File: config.mk
export PLATFORM = sky130hd
export DESIGN_NAME = interface_route_table_unit
export DESIGN_NICKNAME = d
export VERILOG_FILES = /design/src/rtl/irt_pkg.sv /design/src/rtl/irt_cell.sv /design/src/rtl/interface_route_table_unit.sv
export SDC_FILE = /design/constraint.sdc
export NUM_CORES = 2
export LEC_CHECK = 0
export ABC_AREA = 1
export ABC_CLOCK_PERIOD_IN_PS = 45600
export BUFFER_PORTS_ARGS = -buffer_cell sky130_fd_sc_hd__buf_2
export CORE_MARGIN = 2
export CORE_UTILIZATION = 55
export CTS_BUF_LIST = sky130_fd_sc_hd__clkbuf_16
export CTS_CLUSTER_DIAMETER = 150
export DETAILED_ROUTE_END_ITERATION = 12
export GPL_TIMING_DRIVEN = 1
export PLACE_DENSITY = 0.71
export SYNTH_ARGS = -nofsm -noshare
export SYNTH_HDL_FRONTEND = slang
export SYNTH_HIERARCHICAL = 1
export SYNTH_SLANG_ARGS = --single-unit
File: constraint.sdc
create_clock -name clk -period 45.6 [get_ports clk]
set_clock_uncertainty 0.05 [all_clocks]
set_input_delay 4.56 -clock clk [delete_from_list [all_inputs] [get_ports clk]]
set_output_delay 4.56 -clock clk [all_outputs]
set_load 0.01 [all_outputs]
File: src/rtl/irt_pkg.sv
// Shared types, codes and a byte-swap helper for the interface route table.
package irt_pkg;

	// Request operation codes
	localparam logic [1:0] OP_ADD   = 2'd0;
	localparam logic [1:0] OP_ROUTE = 2'd1;
	localparam logic [1:0] OP_EXACT = 2'd2;

	// Result status codes
	localparam logic [1:0] STATUS_OK      = 2'd0;
	localparam logic [1:0] STATUS_DEFAULT = 2'd1;
	localparam logic [1:0] STATUS_NONE    = 2'd2;
	localparam logic [1:0] STATUS_FULL    = 2'd3;

	// One stored interface: words already byte-swapped
	typedef struct packed {
		logic [31:0] address;
		logic [31:0] mask;
		logic [31:0] gateway;
	} entry_t;

	// Lookup token that walks the cell chain
	typedef struct packed {
		logic        valid;
		logic        route;
		logic [31:0] query;
		logic        hit;
		logic        def_seen;
		logic [2:0]  idx;
		logic [31:0] gw;
		logic [2:0]  def_idx;
		logic [31:0] def_gw;
	} token_t;

	function automatic logic [31:0] swap_bytes(input logic [31:0] v);
		swap_bytes = {v[7:0], v[15:8], v[23:16], v[31:24]};
	endfunction

endpackage

File: src/rtl/irt_cell.sv
// One table slot: holds an entry and checks the passing lookup token against it.
module irt_cell #(
	parameter int IDX = 0
) (
	input  logic             clk,
	input  logic             arst_n,
	input  logic             adv,
	input  logic             occ,
	input  logic             wr_sel,
	input  irt_pkg::entry_t  wr_entry,
	input  irt_pkg::token_t  tok_in,
	output irt_pkg::token_t  tok_out
);

	localparam logic [2:0] IDX3 = 3'(IDX);

	irt_pkg::entry_t ent_q;
	irt_pkg::token_t tok_q;
	irt_pkg::token_t nxt;
	logic            valid_q;
	logic            hit_now;

	always_ff @(posedge clk) begin
		if (wr_sel) begin
			ent_q <= wr_entry;
		end
	end

	always_comb begin
		if (tok_in.route) begin
			hit_now = (ent_q.mask & ent_q.address) == (ent_q.mask & tok_in.query);
		end else begin
			hit_now = ent_q.address == tok_in.query;
		end
		nxt = tok_in;
		if (tok_in.valid && occ) begin
			// first hit wins: cells are visited newest first
			if (!tok_in.hit && hit_now) begin
				nxt.hit = 1'b1;
				nxt.idx = IDX3;
				nxt.gw  = ent_q.gateway;
			end
			// first occupied cell is the newest entry
			if (!tok_in.def_seen) begin
				nxt.def_seen = 1'b1;
				nxt.def_idx  = IDX3;
				nxt.def_gw   = ent_q.gateway;
			end
		end
	end

	always_ff @(posedge clk or negedge arst_n) begin
		if (!arst_n) begin
			valid_q <= 1'b0;
		end else if (adv) begin
			valid_q <= nxt.valid;
		end
	end

	always_ff @(posedge clk) begin
		if (adv) begin
			tok_q <= nxt;
		end
	end

	always_comb begin
		tok_out       = tok_q;
		tok_out.valid = valid_q;
	end

endmodule

File: src/rtl/interface_route_table_unit.sv
// Top level of the interface route table: slot allocation, cell chain and result register.
//
//  channel | signals                                              | direction
//  --------+------------------------------------------------------+----------
//  request | in_valid, in_ready, op, query_address, subnet_mask,  | into block
//          | gateway_address                                      |
//  result  | out_valid, out_ready, status, entry_index,           | out of block
//          | entry_gateway                                        |
//
//  Timing: an add, an unused opcode or a lookup on an empty table answers in the
//  cycle after acceptance. A lookup walks a token through TABLE_DEPTH cells, one per
//  cycle while the chain is not held, and its result is registered from the last
//  cell. One request is in flight at a time.
//  Reset: arst_n clears the fill count, the token valid bits, the state and the
//  result valid flag; the stored entries and the result fields keep whatever they held.
//  Stalls: a held result blocks new requests; a finished token waits in the last
//  cell, with the whole chain held, until the result register frees.
module interface_route_table_unit #(
	parameter int TABLE_DEPTH = 8
) (
	input  logic        clk,
	input  logic        arst_n,
	input  logic        in_valid,
	output logic        in_ready,
	input  logic [1:0]  op,
	input  logic [31:0] query_address,
	input  logic [31:0] subnet_mask,
	input  logic [31:0] gateway_address,
	output logic        out_valid,
	input  logic        out_ready,
	output logic [1:0]  status,
	output logic [2:0]  entry_index,
	output logic [31:0] entry_gateway
);

	localparam int CW = $clog2(TABLE_DEPTH + 1);
	localparam int IW = (TABLE_DEPTH > 1) ? $clog2(TABLE_DEPTH) : 1;

	typedef enum logic [1:0] {
		ST_IDLE = 2'b01,
		ST_SCAN = 2'b10
	} state_t;

	state_t state_q;
	logic [CW-1:0] used_q;

	logic out_valid_q;
	logic [1:0] status_q;
	logic [2:0] entry_index_q;
	logic [31:0] entry_gateway_q;

	logic in_acc;
	logic full;
	logic [CW-1:0] slot_wide;
	logic [IW-1:0] slot;
	logic [IW+2:0] slot_ext;
	logic [2:0] slot3;
	logic do_add;
	logic do_scan;
	logic [1:0] imm_status;
	logic [2:0] imm_index;
	logic [31:0] imm_gw;

	irt_pkg::entry_t wr_entry;
	irt_pkg::token_t tok_w [0:TABLE_DEPTH];
	irt_pkg::token_t tail;
	logic [TABLE_DEPTH-1:0] occ;
	logic [TABLE_DEPTH-1:0] wr_sel;
	logic adv;
	logic tail_load;
	logic [1:0] scan_status;
	logic [2:0] scan_index;
	logic [31:0] scan_gw;

	// Accept only while idle and with room in the result register
	assign in_ready = (state_q == ST_IDLE) && (!out_valid_q || out_ready);
	assign in_acc   = in_valid && in_ready;

	// Slots are handed out from the top index downward
	assign full      = used_q == CW'(TABLE_DEPTH);
	assign slot_wide = CW'(TABLE_DEPTH - 1) - used_q;
	assign slot      = slot_wide[IW-1:0];
	assign slot_ext  = (IW + 3)'(slot);
	assign slot3     = slot_ext[2:0];

	assign wr_entry.address = irt_pkg::swap_bytes(query_address);
	assign wr_entry.mask    = irt_pkg::swap_bytes(subnet_mask);
	assign wr_entry.gateway = irt_pkg::swap_bytes(gateway_address);

	// Decode the request: either answer at once or launch a token
	always_comb begin
		do_add     = 1'b0;
		do_scan    = 1'b0;
		imm_status = irt_pkg::STATUS_NONE;
		imm_index  = 3'd0;
		imm_gw     = 32'd0;
		unique case (op)
			irt_pkg::OP_ADD: begin
				if (full) begin
					imm_status = irt_pkg::STATUS_FULL;
				end else begin
					do_add     = 1'b1;
					imm_status = irt_pkg::STATUS_OK;
					imm_index  = slot3;
					imm_gw     = wr_entry.gateway;
				end
			end
			irt_pkg::OP_ROUTE, irt_pkg::OP_EXACT: begin
				do_scan = used_q != '0;
			end
			default: begin
				imm_status = irt_pkg::STATUS_NONE;
			end
		endcase
	end

	// Token entering the first cell
	always_comb begin
		tok_w[0]          = '0;
		tok_w[0].valid    = in_acc && do_scan;
		tok_w[0].route    = op == irt_pkg::OP_ROUTE;
		tok_w[0].query    = query_address;
	end

	// Hold the whole chain while a finished token waits on the result register
	assign tail      = tok_w[TABLE_DEPTH];
	assign adv       = !(tail.valid && out_valid_q && !out_ready);
	assign tail_load = tail.valid && (!out_valid_q || out_ready);

	for (genvar i = 0; i < TABLE_DEPTH; i++) begin : g_cell
		// a slot is occupied once the fill has reached down to it
		assign occ[i]    = CW'(i) >= (CW'(TABLE_DEPTH) - used_q);
		assign wr_sel[i] = in_acc && do_add && (slot == IW'(i));

		irt_cell #(
			.IDX(i)
		) u_cell (
			.clk      (clk),
			.arst_n   (arst_n),
			.adv      (adv),
			.occ      (occ[i]),
			.wr_sel   (wr_sel[i]),
			.wr_entry (wr_entry),
			.tok_in   (tok_w[i]),
			.tok_out  (tok_w[i+1])
		);
	end

	// Resolve the finished token: hit, else newest entry for a route lookup, else none
	always_comb begin
		priority if (tail.hit) begin
			scan_status = irt_pkg::STATUS_OK;
			scan_index  = tail.idx;
			scan_gw     = tail.gw;
		end else if (tail.route && tail.def_seen) begin
			scan_status = irt_pkg::STATUS_DEFAULT;
			scan_index  = tail.def_idx;
			scan_gw     = tail.def_gw;
		end else begin
			scan_status = irt_pkg::STATUS_NONE;
			scan_index  = 3'd0;
			scan_gw     = 32'd0;
		end
	end

	always_ff @(posedge clk or negedge arst_n) begin
		if (!arst_n) begin
			state_q <= ST_IDLE;
		end else begin
			unique case (state_q)
				ST_IDLE: begin
					if (in_acc && do_scan) begin
						state_q <= ST_SCAN;
					end
				end
				ST_SCAN: begin
					if (tail_load) begin
						state_q <= ST_IDLE;
					end
				end
				default: begin
					state_q <= ST_IDLE;
				end
			endcase
		end
	end

	// Advance the fill count on every accepted add into a table with room
	always_ff @(posedge clk or negedge arst_n) begin
		if (!arst_n) begin
			used_q <= '0;
		end else if (in_acc && do_add) begin
			used_q <= used_q + CW'(1);
		end
	end

	always_ff @(posedge clk or negedge arst_n) begin
		if (!arst_n) begin
			out_valid_q <= 1'b0;
		end else if ((in_acc && !do_scan) || tail_load) begin
			out_valid_q <= 1'b1;
		end else if (out_ready) begin
			out_valid_q <= 1'b0;
		end
	end

	always_ff @(posedge clk) begin
		if (in_acc && !do_scan) begin
			status_q        <= imm_status;
			entry_index_q   <= imm_index;
			entry_gateway_q <= imm_gw;
		end else if (tail_load) begin
			status_q        <= scan_status;
			entry_index_q   <= scan_index;
			entry_gateway_q <= scan_gw;
		end
	end

	assign out_valid     = out_valid_q;
	assign status        = status_q;
	assign entry_index   = entry_index_q;
	assign entry_gateway = entry_gateway_q;

	// No token may still be in the chain when a new request can be taken
	a_idle_chain_empty: assert property (@(posedge clk) disable iff (!arst_n)
		in_ready |-> !tail.valid)
		else $error("request accepted while a lookup token is in flight");

	// Fill count never passes the table depth
	a_count_bound: assert property (@(posedge clk) disable iff (!arst_n)
		used_q <= CW'(TABLE_DEPTH))
		else $error("fill count beyond table depth");

	// An accepted add into a table with room bumps the count by one
	a_add_count: assert property (@(posedge clk) disable iff (!arst_n)
		(in_acc && do_add) |=> (used_q == $past(used_q) + CW'(1)))
		else $error("add did not advance fill count");

	// A finished token that loads the result returns the block to idle
	a_scan_done: assert property (@(posedge clk) disable iff (!arst_n)
		tail_load |=> (state_q == ST_IDLE) && out_valid_q)
		else $error("lookup finish did not return to idle");

endmodule

Word level (Yosys, flattened, before mapping)
Index checks and enable logic that the tools add are counted.
- flip-flop bits (word level): 1628
- input bits: 102
- output and inout bits: 39
- word-level logic and storage cells: 275
- add/sub/neg operators: 3
- magnitude comparators: 8
- equality and inequality tests: 30
- multiplexer cells: 65
- bitwise operators: 16
- reduce and logical (&&, ||, !) cells: 52
- operator list (kind ; number):
    $and 32x32->32 ; 16
    $eq 32x32->1 ; 16
    $mux 72 ; 7
    $mux 35 ; 14
    $mux 32 ; 7
    $mux 71 ; 1
    $logic_and 1x1->1 ; 32
    $mux 1 ; 21
    $mux 3 ; 6
    $ge 3x4->1 const A ; 4
    $mux 2 ; 8
    $eq 3x3->1 const B ; 4
    $logic_not 1->1 ; 10
    $ge 1x4->1 const A ; 2
    $ge 2x4->1 const A ; 2
    $eq 3x2->1 const B ; 2
    $add 4x1->4 const B ; 1
    $eq 2x1->1 const B ; 2
    $eq 2x2->1 const B ; 2
    $eq 4x4->1 const B ; 1
    $pmux 2 s2 ; 1
    $reduce_and 2->1 ; 2
    $reduce_bool 2->1 ; 2
    $reduce_bool 4->1 ; 1
    9 further kinds ; 10

Logic depth before layout (Yosys ltp)
- word-level depth: 7
- mapped depth: 13
- mapped depth without buffers: 12

Modules after synthesis
Netlist, hierarchy kept.
- by module, submodules not included (module ; times used ; cells each ; area an instance (um^2) ; seq. area each (um^2)):
    irt_cell (g_cell[0].u_cell ...) ; 4 ; 659 ; 7970.1 ; 6060.8
    irt_cell (g_cell[1].u_cell ...) ; 3 ; 659 ; 7968.9 ; 6060.8
    irt_cell (g_cell[7].u_cell) ; 1 ; 593 ; 7960.1 ; 6060.8
    interface_route_table_unit ; 1 ; 417 ; 3056.7 ; 1287.5

Worst setup path after synthesis
OpenSTA, ideal clock, no wires.
- path type: input-to-reg
- from: input port out_ready
- to: register g_cell[0].u_cell.valid_q
- setup time: 164 ps
- data arrival time: 24856 ps
- data required time: 45386 ps
- slack: 20530 ps
- cell stages on the path: 3
- path buffers: 0
- cell sequence: nor2_1 -> nand2_1 -> mux2_2
- cells in the longest elaborated chain, start to end: 4
- elaborated cells on any way between the ends: 6
- classes of those cells: 6 x reduce/logical
- ends and longest elaborated chain (element ; line ; RTL):
    start, declared ; interface_route_table_unit.sv:30 ; input logic out_ready,
    $logic_or 1x1->1 ; interface_route_table_unit.sv:76 ; assign in_ready = (state_q == ST_IDLE) && (!out_valid_q || out_ready);
    $logic_and 1x1->1 ; interface_route_table_unit.sv:76 ;
    $logic_and 1x1->1 ; interface_route_table_unit.sv:77 ; assign in_acc = in_valid && in_ready;
    $logic_and 1x1->1 ; interface_route_table_unit.sv:120 ; tok_w[0].valid = in_acc && do_scan;
    end signal, assigned ; irt_cell.sv:56 ; valid_q <= nxt.valid;
    end, declared ; irt_cell.sv:20 ; logic valid_q;
Several ways; a longest one is shown, not always the timed one.
A chain may end at the register's enable or synchronous reset.

Worst setup path in the final report
- from: input port out_ready
- to: output port in_ready
- cells in the longest elaborated chain, start to end: 2
- ends and longest elaborated chain (element ; line ; RTL):
    $logic_or 1x1->1 ; interface_route_table_unit.sv:76 ;
    $logic_and 1x1->1 ; interface_route_table_unit.sv:76 ;
    end, declared ; interface_route_table_unit.sv:24 ; output logic in_ready,
No other way between the ends.

==> results_dict.tcl <==
set metrics [dict create \
    p_int_uw 2937 \
    place_area_um2 68340 \
    finalSetupViolations 0 \
    clock.fmax_ghz 0.1023 \
    dp_hpwl_um 90430 \
    multi_input_comb_area_um2 14560 \
    min_path_type "register to register" \
    final_core_util_pct 62.11 \
    fin_cells 7599 \
    core.rowCount 126 \
    rsz0062_at_grt "no" \
    ios 141 \
    regArea_um2 48810 \
    path_buf_inv 2 \
    worstPathMaxFanout 2 \
    htreeDepth 4 \
    cts_hold_buf 0 \
    grt_overflow 0 \
    critPathLaunchType "primary input" \
    crit_arrival_ps 5170 \
    sw_frac_of_total_pct 26.26 \
    antenna_found_initial 8 \
    cp_slowest_cell "nor2_1" \
    fin_nets 5972 \
    wl_per_cell_um 18.23 \
    finalMaxSlewViolations 0 \
    maxCapViolations 0 \
    vdd_drop_max_mv 0.04222 \
    fill_cells 8827 \
    worstMarginPinSlew_ps 1309 \
    tns_ps 0 \
    cts_sinks 1628 \
    hold_violations 0 \
    syn_inst 5591 \
    pwr-share-comb_pct 13.8 \
    cts_resized 0 \
    worst-endpoint-required_ps 40990 \
    drcViolationCount 0 \
    postCtsSetupBuffers 0 \
    placed_cells 7294 \
    first_global_vias 37950 \
    port_buffers 140 \
    slowest_delay_ps 240 \
    synth_warnings 6 \
    drive_above_1_share_pct 8.510 \
    cts_inserted_buffers 163 \
    whs_ps 416.4 \
    via_per_inst 5.194 \
    start_util_pct 55.61 \
    final_area_um2 73530 \
    p_clk_share_pct 32.3 \
    clkTransAtPathRegs_ps 60 \
    root_buffer "clkbuf_16" \
    num_vias 39470 \
    clk_latency_ps 760 \
    p_seq_share_pct 53.8 \
    cp_cell_sequence "buf_2 > nor2_1 > nor2_1 > buf_2" \
    critical_path_class "primary input to output port" \
    core_um2 118400 \
    period_needed_ps 9779 \
    cts_tree "done" \
    grt_max_degree 215 \
    drt-pass1-iter-count 6 \
    die_w_um 350 \
    status "finished clean" \
    die-area_um2 122500 \
    p_leak_uw 0.03125 \
    syn_area_um2 65840 \
    place.gp.congestion 0.8412 \
    p_switching_uw 1046 \
    first_iter_violations 4237 \
    die_h_um 350 \
    period_share_pct 21.45 \
    p_per_area_nw_per_um2 54.18 \
    grt_pass1_wl_um 213500 \
    ctsLongestPathBuffers 3 \
    critPathCaptureType "output port" \
    wirelength_um 138500 \
    avgSynthCellArea_um2 11.78 \
    grt_util_all_layers_pct 22.80 \
    critPathTopFamily "simple AND/OR/NAND/NOR gates" \
    area_growth_pct 11.68 \
    antenna_left 0 \
    max-slew-margin-rel_pct 12.62 \
]
## power by group through the flow
| stage | clock network [µW] | registers, µW | logic, µW |
|---|---|---|---|
| floorplan | 0 | 2210 | 370 |
| global placement | 0 | 2160 | 526 |
| detailed placement | 0 | 2170 | 544 |
| CTS | 1310 | 2140 | 549 |
| global route | 1370 | 2170 | 629 |
| finish | 1290 | 2140 | 550 |
## worst register-to-register path, cell delays in order, from the launching register on
cell     delay [ps]
dfrtp_1         550
inv_1           160
ha_1            330
nand3_2         200
nand2_4         150
nor2_4          760
nand2_1         330
nor2_4          810
buf_4           930
## cell type report
type	count	area share, %
Antenna cell	6	0.02042
Clock buffer	170	5.785
Clock inverter	129	1.261
Inverter	511	2.609
Multi-Input combinational cell	3375	19.81
Sequential cell	1628	66.38
Tap cell	1600	2.723
Timing Repair Buffer	180	1.412
## sequential cells by signal, indices dropped and copies added (netlist names)
register	flops
entry_gateway	32
g_cell.u_cell/valid_q	8
used_q	4
g_cell.u_cell/ent_q	768
entry_index	3
g_cell.u_cell/tok_out	808
status	2
out_valid	1
state_q	2
## final timing paths
check	startpoint	endpoint	slack [ps]	cells after the start
min	g_cell[2].u_cell/tok_out[90]	g_cell[3].u_cell/tok_out[90]	420	0
max	out_ready	in_ready	35820	4
min reg2reg	g_cell[2].u_cell/tok_out[90]	g_cell[3].u_cell/tok_out[90]	420	0
min in group asynchronous	arst_n	out_valid	3690	1
max in group asynchronous	arst_n	state_q[0]	41470	1
max reg2reg	used_q[1]	g_cell[1].u_cell/ent_q[43]	40810	8
## placed cells by master, fill, tap and decap left out, types with 2 or more instances in the layout
cell / count
buf_2: 140
bufinv_16: 11
a21boi_0: 60
diode_2: 6
xnor2_1: 24
nand2_4: 18
mux2_2: 40
nor2_1: 200
clkinvlp_4: 3
or2_2: 9
clkbuf_16: 170
nand3_2: 2
a21oi_1: 4
conb_1: 74
inv_16: 3
o21ai_0: 12
ha_1: 11
nor3b_2: 4
clkinv_1: 43
clkinv_2: 33
buf_12: 3
nand2_2: 2
inv_1: 537
nor2_4: 5
nand3_1: 538
buf_4: 37
edfxtp_1: 1613
clkinv_4: 3
xor2_1: 25
or2_1: 8
inv_6: 5
nor3_1: 8
dfrtp_1: 14
nor2_2: 19
nand2_1: 2309
## stage by stage
step | setup WS [ps] | total power [µW]
floorplan | 21290 | 2585
global placement | 35850 | 2687
detailed placement | 35820 | 2717
CTS | 35820 | 4002
global route | 35770 | 4172
finish | 35820 | 3984
## routing by layer
metal	global-route usage, %	vias up	wire [µm]
met2	34.32	1338	61750
li1	-	19160	-
met5	0	-	13
met4	6.624	2	3031
met3	3.960	215	10600
met1	34.37	18750	63140
(Power assumes the default switching activity.)
